File: src/rtl/r2_outgoing_compelled_register_defines.svh
// ---------------------------------------------------------------------------
// R2 outgoing register: assertion macros
// Concurrent assertion helpers, compiled out when SYNTH is defined.
// ---------------------------------------------------------------------------
`ifndef R2_OUTGOING_COMPELLED_REGISTER_DEFINES_SVH
`define R2_OUTGOING_COMPELLED_REGISTER_DEFINES_SVH

`ifndef SYNTH
// Property checked on every clock edge outside reset
`define R2OC_ASSERT(lbl, prop, msg) \
    lbl: assert property (@(posedge clk) disable iff (!rst_n) (prop)) else $error(msg);
// Property checked on every clock edge, reset included
`define R2OC_ASSERT_ALWAYS(lbl, prop, msg) \
    lbl: assert property (@(posedge clk) (prop)) else $error(msg);
`else
`define R2OC_ASSERT(lbl, prop, msg)
`define R2OC_ASSERT_ALWAYS(lbl, prop, msg)
`endif

`endif

File: src/rtl/r2oc_pkg.sv
// ---------------------------------------------------------------------------
// R2 outgoing register package
// Shared constants, codes, types and tone tables.
// ---------------------------------------------------------------------------
package r2oc_pkg;

    // Digit queue geometry
    localparam int QUEUE_DEPTH = 32;
    localparam int QPTR_W      = $clog2(QUEUE_DEPTH);
    localparam int FILL_W      = $clog2(QUEUE_DEPTH + 1);

    // Field widths
    localparam int TONE_W  = 4;
    localparam int FREQ_W  = 11;
    localparam int EVENT_W = 3;
    localparam int PHASE_W = 2;
    localparam int COUNT_W = 6;
    localparam int CHAR_W  = 8;
    localparam int MS_W    = 16;
    localparam int GUARD_W = 10;

    // Stream and configuration port widths
    localparam int IN_TDATA_W  = 16;
    localparam int IN_TUSER_W  = 4;
    localparam int OUT_TDATA_W = 40;
    localparam int CFG_INDEX_W = 3;
    localparam int CFG_DATA_W  = 16;

    // Request kinds
    localparam logic [1:0] REQ_PUSH   = 2'd0;
    localparam logic [1:0] REQ_FRAME  = 2'd1;
    localparam logic [1:0] REQ_TICK   = 2'd2;
    localparam logic [1:0] REQ_HANGUP = 2'd3;

    // Detector frame kinds
    localparam logic [1:0] FRM_DIGIT   = 2'd0;
    localparam logic [1:0] FRM_BEGIN   = 2'd1;
    localparam logic [1:0] FRM_SILENT  = 2'd2;
    localparam logic [1:0] FRM_NOVOICE = 2'd3;

    // Event codes
    localparam logic [EVENT_W-1:0] EV_NONE    = 3'd0;
    localparam logic [EVENT_W-1:0] EV_QUEUED  = 3'd1;
    localparam logic [EVENT_W-1:0] EV_INVALID = 3'd2;
    localparam logic [EVENT_W-1:0] EV_FULL    = 3'd3;
    localparam logic [EVENT_W-1:0] EV_DONE    = 3'd4;
    localparam logic [EVENT_W-1:0] EV_TIMEOUT = 3'd5;
    localparam logic [EVENT_W-1:0] EV_HANGUP  = 3'd6;

    // Reported phase codes
    localparam logic [PHASE_W-1:0] PC_IDLE  = 2'd0;
    localparam logic [PHASE_W-1:0] PC_ACK   = 2'd1;
    localparam logic [PHASE_W-1:0] PC_CEASE = 2'd2;
    localparam logic [PHASE_W-1:0] PC_GUARD = 2'd3;

    // Configuration register indexes
    localparam logic [CFG_INDEX_W-1:0] CFG_RESP_TIMEOUT = 3'd0;
    localparam logic [CFG_INDEX_W-1:0] CFG_NO_ACTIVITY  = 3'd1;
    localparam logic [CFG_INDEX_W-1:0] CFG_GUARD        = 3'd2;
    localparam logic [CFG_INDEX_W-1:0] CFG_ACK_CHAR     = 3'd3;

    // Configuration reset values
    localparam logic [MS_W-1:0]    RESP_TIMEOUT_RST = 16'd5000;
    localparam logic [MS_W-1:0]    NO_ACTIVITY_RST  = 16'd1000;
    localparam logic [GUARD_W-1:0] GUARD_RST        = 10'd60;
    localparam logic [CHAR_W-1:0]  ACK_CHAR_RST     = 8'd49;

    // Sequencer phase
    typedef enum logic [3:0] {
        PH_IDLE  = 4'b0001,
        PH_ACK   = 4'b0010,
        PH_CEASE = 4'b0100,
        PH_GUARD = 4'b1000
    } r2oc_phase_t;

    // One result item
    typedef struct packed {
        logic [COUNT_W-1:0] queued_count;
        logic [PHASE_W-1:0] phase_now;
        logic [EVENT_W-1:0] event_code;
        logic [FREQ_W-1:0]  tone_high_hz;
        logic [FREQ_W-1:0]  tone_low_hz;
        logic [TONE_W-1:0]  tone_number;
    } r2oc_result_t;

    // Forward character to tone number, 0 for a character that is not sent
    function automatic logic [TONE_W-1:0] char_to_tone(input logic [CHAR_W-1:0] c);
        logic [CHAR_W-1:0] t;
        t = '0;
        if (c >= 8'h31 && c <= 8'h39)
        begin
            t = c - 8'h30;
        end
        else if (c == 8'h30)
        begin
            t = 8'd10;
        end
        else if (c >= 8'h42 && c <= 8'h46)
        begin
            t = c - 8'h37;
        end
        return t[TONE_W-1:0];
    endfunction

    // Lower frequency of the forward pair
    function automatic logic [FREQ_W-1:0] pair_low(input logic [TONE_W-1:0] t);
        logic [FREQ_W-1:0] f;
        case (t)
            4'd1, 4'd2, 4'd4, 4'd7, 4'd11: f = 11'd1380;
            4'd3, 4'd5, 4'd8, 4'd12:       f = 11'd1500;
            4'd6, 4'd9, 4'd13:             f = 11'd1620;
            4'd10, 4'd14:                  f = 11'd1740;
            4'd15:                         f = 11'd1860;
            default:                       f = 11'd0;
        endcase
        return f;
    endfunction

    // Higher frequency of the forward pair
    function automatic logic [FREQ_W-1:0] pair_high(input logic [TONE_W-1:0] t);
        logic [FREQ_W-1:0] f;
        case (t)
            4'd1:                              f = 11'd1500;
            4'd2, 4'd3:                        f = 11'd1620;
            4'd4, 4'd5, 4'd6:                  f = 11'd1740;
            4'd7, 4'd8, 4'd9, 4'd10:           f = 11'd1860;
            4'd11, 4'd12, 4'd13, 4'd14, 4'd15: f = 11'd1980;
            default:                           f = 11'd0;
        endcase
        return f;
    endfunction

endpackage

File: src/rtl/r2oc_skid.sv
// ---------------------------------------------------------------------------
// R2 outgoing register: result skid buffer
// Two-entry output buffer so a result can be produced while one waits.
// ---------------------------------------------------------------------------
module r2oc_skid
(
    input  logic                  clk,
    input  logic                  rst_n,
    input  logic                  in_valid,
    output logic                  in_ready,
    input  r2oc_pkg::r2oc_result_t in_data,
    output logic                  out_valid,
    input  logic                  out_ready,
    output r2oc_pkg::r2oc_result_t out_data
);
    import r2oc_pkg::*;

    logic         out_valid_reg;
    logic         skid_valid_reg;
    r2oc_result_t out_data_reg;
    r2oc_result_t skid_data_reg;
    logic         in_xfer;
    logic         out_xfer;

    assign in_ready  = !skid_valid_reg;
    assign in_xfer   = in_valid && !skid_valid_reg;
    assign out_xfer  = out_valid_reg && out_ready;
    assign out_valid = out_valid_reg;
    assign out_data  = out_data_reg;

    // Valid flags
    always_ff @(posedge clk or negedge rst_n)
    begin
        if (!rst_n)
        begin
            out_valid_reg  <= 1'b0;
            skid_valid_reg <= 1'b0;
        end
        else
        begin
            if (skid_valid_reg)
            begin
                if (out_xfer)
                begin
                    skid_valid_reg <= 1'b0;
                end
            end
            else if (in_xfer)
            begin
                if (out_valid_reg && !out_ready)
                begin
                    skid_valid_reg <= 1'b1;
                end
                else
                begin
                    out_valid_reg <= 1'b1;
                end
            end
            else if (out_xfer)
            begin
                out_valid_reg <= 1'b0;
            end
        end
    end

    // Payload
    always_ff @(posedge clk)
    begin
        if (skid_valid_reg)
        begin
            if (out_xfer)
            begin
                out_data_reg <= skid_data_reg;
            end
        end
        else if (in_xfer)
        begin
            if (out_valid_reg && !out_ready)
            begin
                skid_data_reg <= in_data;
            end
            else
            begin
                out_data_reg <= in_data;
            end
        end
    end

endmodule

File: src/rtl/r2_outgoing_compelled_register.sv
// ---------------------------------------------------------------------------
// R2 outgoing compelled register
// Forward-direction MFC register: digit queue and compelled handshake.
// ---------------------------------------------------------------------------
// Usage:
//   s_axis carries requests: tuser selects push digit, detector frame,
//   millisecond tick or hangup, plus the frame kind; tdata holds the digit
//   to send and the backward character seen by the detector.
//   m_axis returns exactly one result per request: the forward tone and its
//   frequency pair, an event code, the phase and the number of queued digits.
//   cfg writes the four timing/acknowledge registers; it is always ready and
//   should only be used while no request is in flight.
// Throughput:
//   One request per cycle unless m_axis stalls. The state update is a single
//   pass of logic and the result is registered in the output buffer.
// Reset:
//   rst_n clears the sequencer to idle with an empty queue and restores the
//   register defaults. The queue store itself is not cleared.
// Stalls:
//   A two-entry output buffer lets one more request in while a result waits;
//   s_axis_tready drops only once both entries are held.
// ---------------------------------------------------------------------------
`include "r2_outgoing_compelled_register_defines.svh"

module r2_outgoing_compelled_register
(
    input  logic                               clk,
    input  logic                               rst_n,
    // tuser: req_type[1:0], frame_kind[3:2]
    // tdata: digit_char[7:0], detected_char[15:8]
    input  logic                               s_axis_tvalid,
    output logic                               s_axis_tready,
    input  logic [r2oc_pkg::IN_TDATA_W-1:0]    s_axis_tdata,
    input  logic [r2oc_pkg::IN_TUSER_W-1:0]    s_axis_tuser,
    // tdata: tone_number[3:0], tone_low_hz[14:4], tone_high_hz[25:15],
    //        event_code[28:26], phase_now[30:29], queued_count[36:31], zero
    output logic                               m_axis_tvalid,
    input  logic                               m_axis_tready,
    output logic [r2oc_pkg::OUT_TDATA_W-1:0]   m_axis_tdata,
    // configuration write channel
    input  logic                               cfg_valid,
    output logic                               cfg_ready,
    input  logic [r2oc_pkg::CFG_INDEX_W-1:0]   cfg_index,
    input  logic [r2oc_pkg::CFG_DATA_W-1:0]    cfg_data
);
    import r2oc_pkg::*;

    // Configuration registers
    logic [MS_W-1:0]    resp_timeout_reg;
    logic [MS_W-1:0]    no_activity_reg;
    logic [GUARD_W-1:0] guard_ms_reg;
    logic [CHAR_W-1:0]  ack_char_reg;

    // Sequencer state
    r2oc_phase_t        phase_reg, phase_next;
    logic [QPTR_W-1:0]  head_reg, head_next;
    logic [FILL_W-1:0]  fill_reg, fill_next;
    logic [TONE_W-1:0]  tone_reg, tone_next;
    logic [MS_W-1:0]    wait_reg, wait_next;
    logic [MS_W-1:0]    idle_reg, idle_next;
    logic               silent_reg, silent_next;
    logic [GUARD_W-1:0] guard_reg, guard_next;
    logic [TONE_W-1:0]  queue_reg [QUEUE_DEPTH];

    // Request fields
    logic [1:0]         req_type;
    logic [1:0]         frame_kind;
    logic [CHAR_W-1:0]  digit_char;
    logic [CHAR_W-1:0]  detected_char;

    logic               in_xfer;
    logic               res_ready;
    logic [TONE_W-1:0]  push_tone;
    logic [MS_W-1:0]    wait_inc;
    logic [MS_W-1:0]    idle_inc;
    logic [QPTR_W:0]    wr_sum;
    logic [QPTR_W-1:0]  wr_idx;
    logic [QPTR_W-1:0]  head_inc;
    logic               q_we;
    logic               adv;
    logic [EVENT_W-1:0] ev;
    logic [TONE_W-1:0]  tone_out;
    logic [PHASE_W-1:0] phase_code;
    r2oc_result_t       result;
    r2oc_result_t       m_result;

    assign req_type      = s_axis_tuser[1:0];
    assign frame_kind    = s_axis_tuser[3:2];
    assign digit_char    = s_axis_tdata[7:0];
    assign detected_char = s_axis_tdata[15:8];

    assign in_xfer   = s_axis_tvalid && res_ready;
    assign s_axis_tready = res_ready;
    assign cfg_ready = 1'b1;

    // Configuration writes; indexes past the list are dropped
    always_ff @(posedge clk or negedge rst_n)
    begin
        if (!rst_n)
        begin
            resp_timeout_reg <= RESP_TIMEOUT_RST;
            no_activity_reg  <= NO_ACTIVITY_RST;
            guard_ms_reg     <= GUARD_RST;
            ack_char_reg     <= ACK_CHAR_RST;
        end
        else if (cfg_valid)
        begin
            unique case (cfg_index)
                CFG_RESP_TIMEOUT: resp_timeout_reg <= cfg_data;
                CFG_NO_ACTIVITY:  no_activity_reg  <= cfg_data;
                CFG_GUARD:        guard_ms_reg     <= cfg_data[GUARD_W-1:0];
                CFG_ACK_CHAR:     ack_char_reg     <= cfg_data[CHAR_W-1:0];
                default:          ;
            endcase
        end
    end

    // Helpers: queue pointers and saturating counters
    assign push_tone = char_to_tone(digit_char);
    assign head_inc  = (head_reg == QPTR_W'(QUEUE_DEPTH - 1)) ? '0 : head_reg + 1'b1;
    assign wr_sum    = {1'b0, head_reg} + (QPTR_W + 1)'(fill_reg);
    assign wr_idx    = (wr_sum >= (QPTR_W + 1)'(QUEUE_DEPTH))
                       ? QPTR_W'(wr_sum - (QPTR_W + 1)'(QUEUE_DEPTH))
                       : wr_sum[QPTR_W-1:0];
    assign wait_inc  = (wait_reg == '1) ? wait_reg : wait_reg + 1'b1;
    assign idle_inc  = (idle_reg == '1) ? idle_reg : idle_reg + 1'b1;

    // Next state for one request
    always_comb
    begin
        phase_next  = phase_reg;
        head_next   = head_reg;
        fill_next   = fill_reg;
        tone_next   = tone_reg;
        wait_next   = wait_reg;
        idle_next   = idle_reg;
        silent_next = silent_reg;
        guard_next  = guard_reg;
        q_we        = 1'b0;
        adv         = 1'b0;
        ev          = EV_NONE;

        case (req_type)
            REQ_PUSH:
            begin
                if (push_tone == '0)
                begin
                    ev = EV_INVALID;
                end
                else if (fill_reg >= FILL_W'(QUEUE_DEPTH))
                begin
                    ev = EV_FULL;
                end
                else
                begin
                    ev = EV_QUEUED;
                    if (phase_reg == PH_IDLE)
                    begin
                        // queue is empty when idle: start this digit straight away
                        tone_next   = push_tone;
                        head_next   = head_inc;
                        phase_next  = PH_ACK;
                        wait_next   = '0;
                        idle_next   = '0;
                        silent_next = 1'b0;
                    end
                    else
                    begin
                        q_we      = 1'b1;
                        fill_next = fill_reg + 1'b1;
                    end
                end
            end
            REQ_FRAME:
            begin
                idle_next = '0;
                if (phase_reg == PH_ACK && frame_kind == FRM_DIGIT)
                begin
                    wait_next = '0;
                    if (detected_char == ack_char_reg)
                    begin
                        tone_next   = '0;
                        phase_next  = PH_CEASE;
                        silent_next = 1'b0;
                    end
                end
                else if (phase_reg == PH_CEASE)
                begin
                    if (frame_kind == FRM_DIGIT)
                    begin
                        silent_next = 1'b0;
                    end
                    else if (frame_kind == FRM_SILENT)
                    begin
                        if (silent_reg)
                        begin
                            // backward tone has ceased
                            ev          = EV_DONE;
                            tone_next   = '0;
                            silent_next = 1'b0;
                            if (guard_ms_reg == '0)
                            begin
                                adv = 1'b1;
                            end
                            else
                            begin
                                phase_next = PH_GUARD;
                                guard_next = guard_ms_reg;
                            end
                        end
                        else
                        begin
                            silent_next = 1'b1;
                        end
                    end
                end
            end
            REQ_TICK:
            begin
                if (phase_reg == PH_ACK || phase_reg == PH_CEASE)
                begin
                    wait_next = wait_inc;
                    idle_next = idle_inc;
                    if (wait_inc >= resp_timeout_reg)
                    begin
                        ev = EV_TIMEOUT;
                    end
                    else if (idle_inc >= no_activity_reg)
                    begin
                        ev = EV_HANGUP;
                    end
                end
                else if (phase_reg == PH_GUARD)
                begin
                    if (guard_reg <= GUARD_W'(1))
                    begin
                        guard_next = '0;
                        adv        = 1'b1;
                    end
                    else
                    begin
                        guard_next = guard_reg - 1'b1;
                    end
                end
            end
            default:
            begin
                if (phase_reg != PH_IDLE)
                begin
                    ev = EV_HANGUP;
                end
            end
        endcase

        // Take the next queued digit, or drop to idle
        if (adv)
        begin
            if (fill_reg == '0)
            begin
                phase_next = PH_IDLE;
                tone_next  = '0;
            end
            else
            begin
                tone_next   = queue_reg[head_reg];
                head_next   = head_inc;
                fill_next   = fill_reg - 1'b1;
                phase_next  = PH_ACK;
                wait_next   = '0;
                idle_next   = '0;
                silent_next = 1'b0;
            end
        end

        // Failure or hangup: flush everything
        if (req_type == REQ_HANGUP || ev == EV_TIMEOUT || ev == EV_HANGUP)
        begin
            phase_next  = PH_IDLE;
            tone_next   = '0;
            head_next   = '0;
            fill_next   = '0;
            wait_next   = '0;
            idle_next   = '0;
            silent_next = 1'b0;
            guard_next  = '0;
        end
    end

    // Sequencer registers
    always_ff @(posedge clk or negedge rst_n)
    begin
        if (!rst_n)
        begin
            phase_reg  <= PH_IDLE;
            head_reg   <= '0;
            fill_reg   <= '0;
            tone_reg   <= '0;
            wait_reg   <= '0;
            idle_reg   <= '0;
            silent_reg <= 1'b0;
            guard_reg  <= '0;
        end
        else if (in_xfer)
        begin
            phase_reg  <= phase_next;
            head_reg   <= head_next;
            fill_reg   <= fill_next;
            tone_reg   <= tone_next;
            wait_reg   <= wait_next;
            idle_reg   <= idle_next;
            silent_reg <= silent_next;
            guard_reg  <= guard_next;
        end
    end

    // Digit store
    always_ff @(posedge clk)
    begin
        if (in_xfer && q_we)
        begin
            queue_reg[wr_idx] <= push_tone;
        end
    end

    // Result for this request
    always_comb
    begin
        unique case (phase_next)
            PH_IDLE:  phase_code = PC_IDLE;
            PH_ACK:   phase_code = PC_ACK;
            PH_CEASE: phase_code = PC_CEASE;
            PH_GUARD: phase_code = PC_GUARD;
            default:  phase_code = PC_IDLE;
        endcase
    end

    assign tone_out = (phase_next == PH_ACK) ? tone_next : '0;

    assign result.tone_number  = tone_out;
    assign result.tone_low_hz  = pair_low(tone_out);
    assign result.tone_high_hz = pair_high(tone_out);
    assign result.event_code   = ev;
    assign result.phase_now    = phase_code;
    assign result.queued_count = COUNT_W'(fill_next);

    r2oc_skid u_skid
    (
        .clk       (clk),
        .rst_n     (rst_n),
        .in_valid  (s_axis_tvalid),
        .in_ready  (res_ready),
        .in_data   (result),
        .out_valid (m_axis_tvalid),
        .out_ready (m_axis_tready),
        .out_data  (m_result)
    );

    assign m_axis_tdata = OUT_TDATA_W'(m_result);

    // Checks on sequencer consistency
    `R2OC_ASSERT(a_tone_only_in_ack, (tone_reg != '0) |-> (phase_reg == PH_ACK), "tone on outside acknowledge wait")
    `R2OC_ASSERT(a_idle_queue_empty, (phase_reg == PH_IDLE) |-> (fill_reg == '0), "digits left queued while idle")
    `R2OC_ASSERT(a_guard_nonzero, (phase_reg == PH_GUARD) |-> (guard_reg != '0), "guard phase with no time left")
    `R2OC_ASSERT(a_fill_bound, fill_reg <= FILL_W'(QUEUE_DEPTH), "queue fill past depth")
    `R2OC_ASSERT(a_result_follows, (s_axis_tvalid && s_axis_tready) |=> m_axis_tvalid, "no result after a request transfer")

endmodule
File: config.mk
export PLATFORM = sky130hd
export DESIGN_NAME = r2_outgoing_compelled_register
export DESIGN_NICKNAME = d
export VERILOG_FILES = /design/src/rtl/r2oc_pkg.sv /design/src/rtl/r2oc_skid.sv /design/src/rtl/r2_outgoing_compelled_register.sv
export VERILOG_INCLUDE_DIRS = /design/src /design/src/rtl
export SDC_FILE = /design/constraint.sdc
export NUM_CORES = 1
export LEC_CHECK = 0
export BUFFER_PORTS_ARGS = -buffer_cell sky130_fd_sc_hd__clkbuf_2
export CELL_PAD_IN_SITES_DETAIL_PLACEMENT = 1
export CELL_PAD_IN_SITES_GLOBAL_PLACEMENT = 1
export CORE_MARGIN = 5
export CORE_UTILIZATION = 49
export CTS_CLUSTER_DIAMETER = 30
export CTS_CLUSTER_SIZE = 20
export DETAILED_ROUTE_END_ITERATION = 10
export GPL_ROUTABILITY_DRIVEN = 0
export PLACE_DENSITY = 0.78
export SYNTH_ARGS = -nofsm -noshare
export SYNTH_HDL_FRONTEND = slang
export SYNTH_HIERARCHICAL = 1
export SYNTH_SLANG_ARGS = --single-unit
export TNS_END_PERCENT = 30
File: constraint.sdc
create_clock -name clk -period 6.65 [get_ports clk]
set_input_delay 0.9975 -clock clk [delete_from_list [all_inputs] [get_ports clk]]
set_output_delay 0.9975 -clock clk [all_outputs]
set_load 0.02 [all_outputs]
==> reports/summary.txt <==
Slew Viols, Final: 0
Clock sink count: 316
Clock skew: 0.0287 ns
Placed insts: 1,847
Power Density: 380 nW/µm²
RSZ-0062 raised after global routing: false
Largest family of logic cells by synthesized area: simple AND/OR/NAND/NOR gates
Cell taking the most area after synthesis: edfxtp_1
Layout cells sized above 1: 0.231
XOR/XNOR share of the synthesized area: 0.0225
Most common cell in the synthesized netlist: edfxtp_1
First DRT Iteration DRCs: 891
Final wirelength: 46,400 µm
Crit. End Element: register
Initial antenna violation count: 0
Remaining antenna violation count after routing: 0
Number of synthesized register bits: 316
VDD IR-drop max: 0.264 mV
Avg Inst Size Synth: 12.0 µm²
DR vias: 11,900
Post-Layout Cell Count: 1,977
Crit share post-route: 0.959
Slowest CP cell: dfrtp_1
Post-synthesis compound-gate area fraction: 0.108
Primary FF master, synth: edfxtp_1
Worst Path Arrival: 6.69 ns
DRC: 0
Clock root cell: clkbuf_16
Min-delay worst type: input pin to asynchronous set/reset pin
Data required, critical path: 6.97 ns
Post-synthesis simple-gate area fraction: 0.129
Post-route minimum period: 6.37 ns
FFs w/ async S/R, synth: 0.361
Setup Crit Path Kind: register to register
Synthesis-to-finish area growth: 19.8%
Number of global-route vias before repair: 12,900
Worst R2R Start: idle_reg[3]
Final setup viols: 0
Area share of fa/ha/maj cells after synthesis: 0.0471
Synth top area share: 0.371
Ant. Diodes: 0
Final setup margin: 0.275 ns
Fmax: 0.157 GHz
Fillers: 3,377
MaxCap Viol Count: 0
Mapped Area: 16,400 µm²
Pre-CTS WS: 0.430 ns
Multiplexer share of the synthesized area: 0.104
Die ar.: 37,100 µm²
Largest net degree at the start of global routing: 65
Status: finished, final reports clean
Critical-path cell list: and4_1, nand4_1, nor4_2, and2_1, nand4_1, buf_4, and4_1, and3_1, xnor2_1, ha_1, a211oi_1, nand2_1, a31oi_1, o211ai_1, a221oi_1, a22oi_1, o22ai_4, nand3b_1, ha_1, nor3b_1, a31oi_1, o22a_1, mux2_4
GRT Total Usage: 0.252
LEAKAGE: 7.66 nW
I/O pin count: 87
Post-CTS setup buffer count: 0
Synth cell types: 93
Seq/Total Area, Yosys: 0.547
Multi-input gate area: 6850 µm²
Number of flip-flops in the largest register: 128
Crit path largest cell delay: 0.46 ns
Synth top cells by count: 202 x edfxtp_1, 112 x nand2_1, 95 x dfrtp_1, 95 x nor2_1, 77 x inv_1
Ranking of synthesized cells by area: edfxtp_1 37%, dfrtp_1 15%, ha_1 4.6%
Worst Path Buf+Inv: 1
Nets: 1,577
Placement Rows: 67
Worst rel slew slack: 0.153
Slew @ Worst Pin: 1.25 ns
Final HPWL DP: 29,600 µm
Total power: 0.00744 W
Clk_lat worst skew: 0.58 ns
CP top delay family: simple AND/OR/NAND/NOR gates
Die Y-Extent: 193 µm
Area occupied by registers: 8940 µm²
H-Tree Depth: 3
Beginning of the critical path: idle_reg[3]
Per-cell routed wire length: 23.5 µm
Buffers from clock root to sink, at most: 3
Drt via density: 6.02
Global-route wire length before repair: 73,000 µm
Starting density of the core: 0.491
Setup_tns: 0 ns
Post-synthesis cell count: 1,358
Die width: 193 µm
Core Box Area: 33,300 µm²
Synth warn: 6
CTS tree: yes
IO Port Bufs: 82
Hold Vio Cnt, Final: 0
Crit path launch type: register
Clock transition at path regs: 0.05 ns
TritonCTS buffer count: 71
Gr ovfl total: 0
Post-synth EDFFs: 202
CP max FO: 13
First drt pass iteration count: 5
## kinds of logic (layout without fill, tap and decap cells)
| logic type | after synthesis | count (layout) |
|---|---|---|
| AND/OR/NAND/NOR | 413 | 413 |
| flip-flops | 316 | 316 |
| AO/OA/AOI/OAI | 261 | 261 |
| buffers and inverters | 146 | 307 |
| multiplexers | 117 | 117 |
| adder cells (fa/ha/maj) | 61 | 61 |
| XOR/XNOR | 42 | 42 |
| other | 2 | 12 |
## cell type report
type / count / area share
inverters: 77 / 0.0148
clock buffers: 92 / 0.103
clock inverters: 38 / 0.0195
multi-input cells: 906 / 0.350
repair buffers: 100 / 0.0280
flip-flops and latches: 316 / 0.457
well taps: 448 / 0.0286
## timing repair
item	CTS	global route
endpoints found under the setup margin	0	12
hold endpoints to repair	0	0
hold buffers	0	0
resized for setup	0	1
## cell usage in the layout, fill, tap and decap left out, types with 29 or more instances in the layout
master	n
o21ai_0	59
edfxtp_1	202
mux2_2	29
nand3_1	43
a21oi_1	43
clkbuf_2	81
mux2_4	39
dfrtp_1	93
nand2_1	112
xnor2_1	34
ha_1	60
inv_1	77
nor2_1	95
clkbuf_16	76
## metrics by stage
stage,hold slack [ns],util,instance area (µm²)
final,0.468,0.588,19600
after global routing,0.519,0.588,19600
after CTS,0.473,0.588,19600
after detailed placement,0.482,0.516,17200
after global placement,0.474,0.516,17200
after floorplan,0.450,-,16400
## per-layer routing
metal,vias to the layer above,global-route usage,part of all wire
li1,5316,-,-
met1,6083,0.332,0.43
met2,396,0.423,0.49
met3,109,0.0425,0.054
met4,0,0.0902,0.029
met5,-,0,0
## report_power, final
part	internal (W)	switching, W
Combinational	0.000537	0.000873
Sequential	0.00240	0.000173
Clock	0.00230	0.00116
## worst reg2reg max path: stages (launching register included)
cell and delay (ns):
dfrtp_1 0.46, and4_1 0.30, nand4_1 0.21, nor4_2 0.43, and2_1 0.28, nand4_1 0.11
buf_4 0.20, and4_1 0.26, and3_1 0.24, xnor2_1 0.14, ha_1 0.30, a211oi_1 0.24
nand2_1 0.09, a31oi_1 0.16, o211ai_1 0.24, a221oi_1 0.38, a22oi_1 0.22, o22ai_4 0.34
nand3b_1 0.23, ha_1 0.42, nor3b_1 0.32, a31oi_1 0.08, o22a_1 0.21, mux2_4 0.28
## worst paths after layout
kind | endpoint | cells after the start | slack [ns]
worst max-delay path | u_skid/out_data[8] | 23 | 0.28
worst min-delay path | guard_ms_reg[6] | 1 | 0.47
worst max register to register | u_skid/out_data[8] | 23 | 0.28
worst min register to register | idle_reg[11] | 1 | 0.49
max in group asynchronous | u_skid/skid_valid_reg | 2 | 4.76
min in group clk | idle_reg[11] | 1 | 0.49
(Power assumes the default switching activity.)
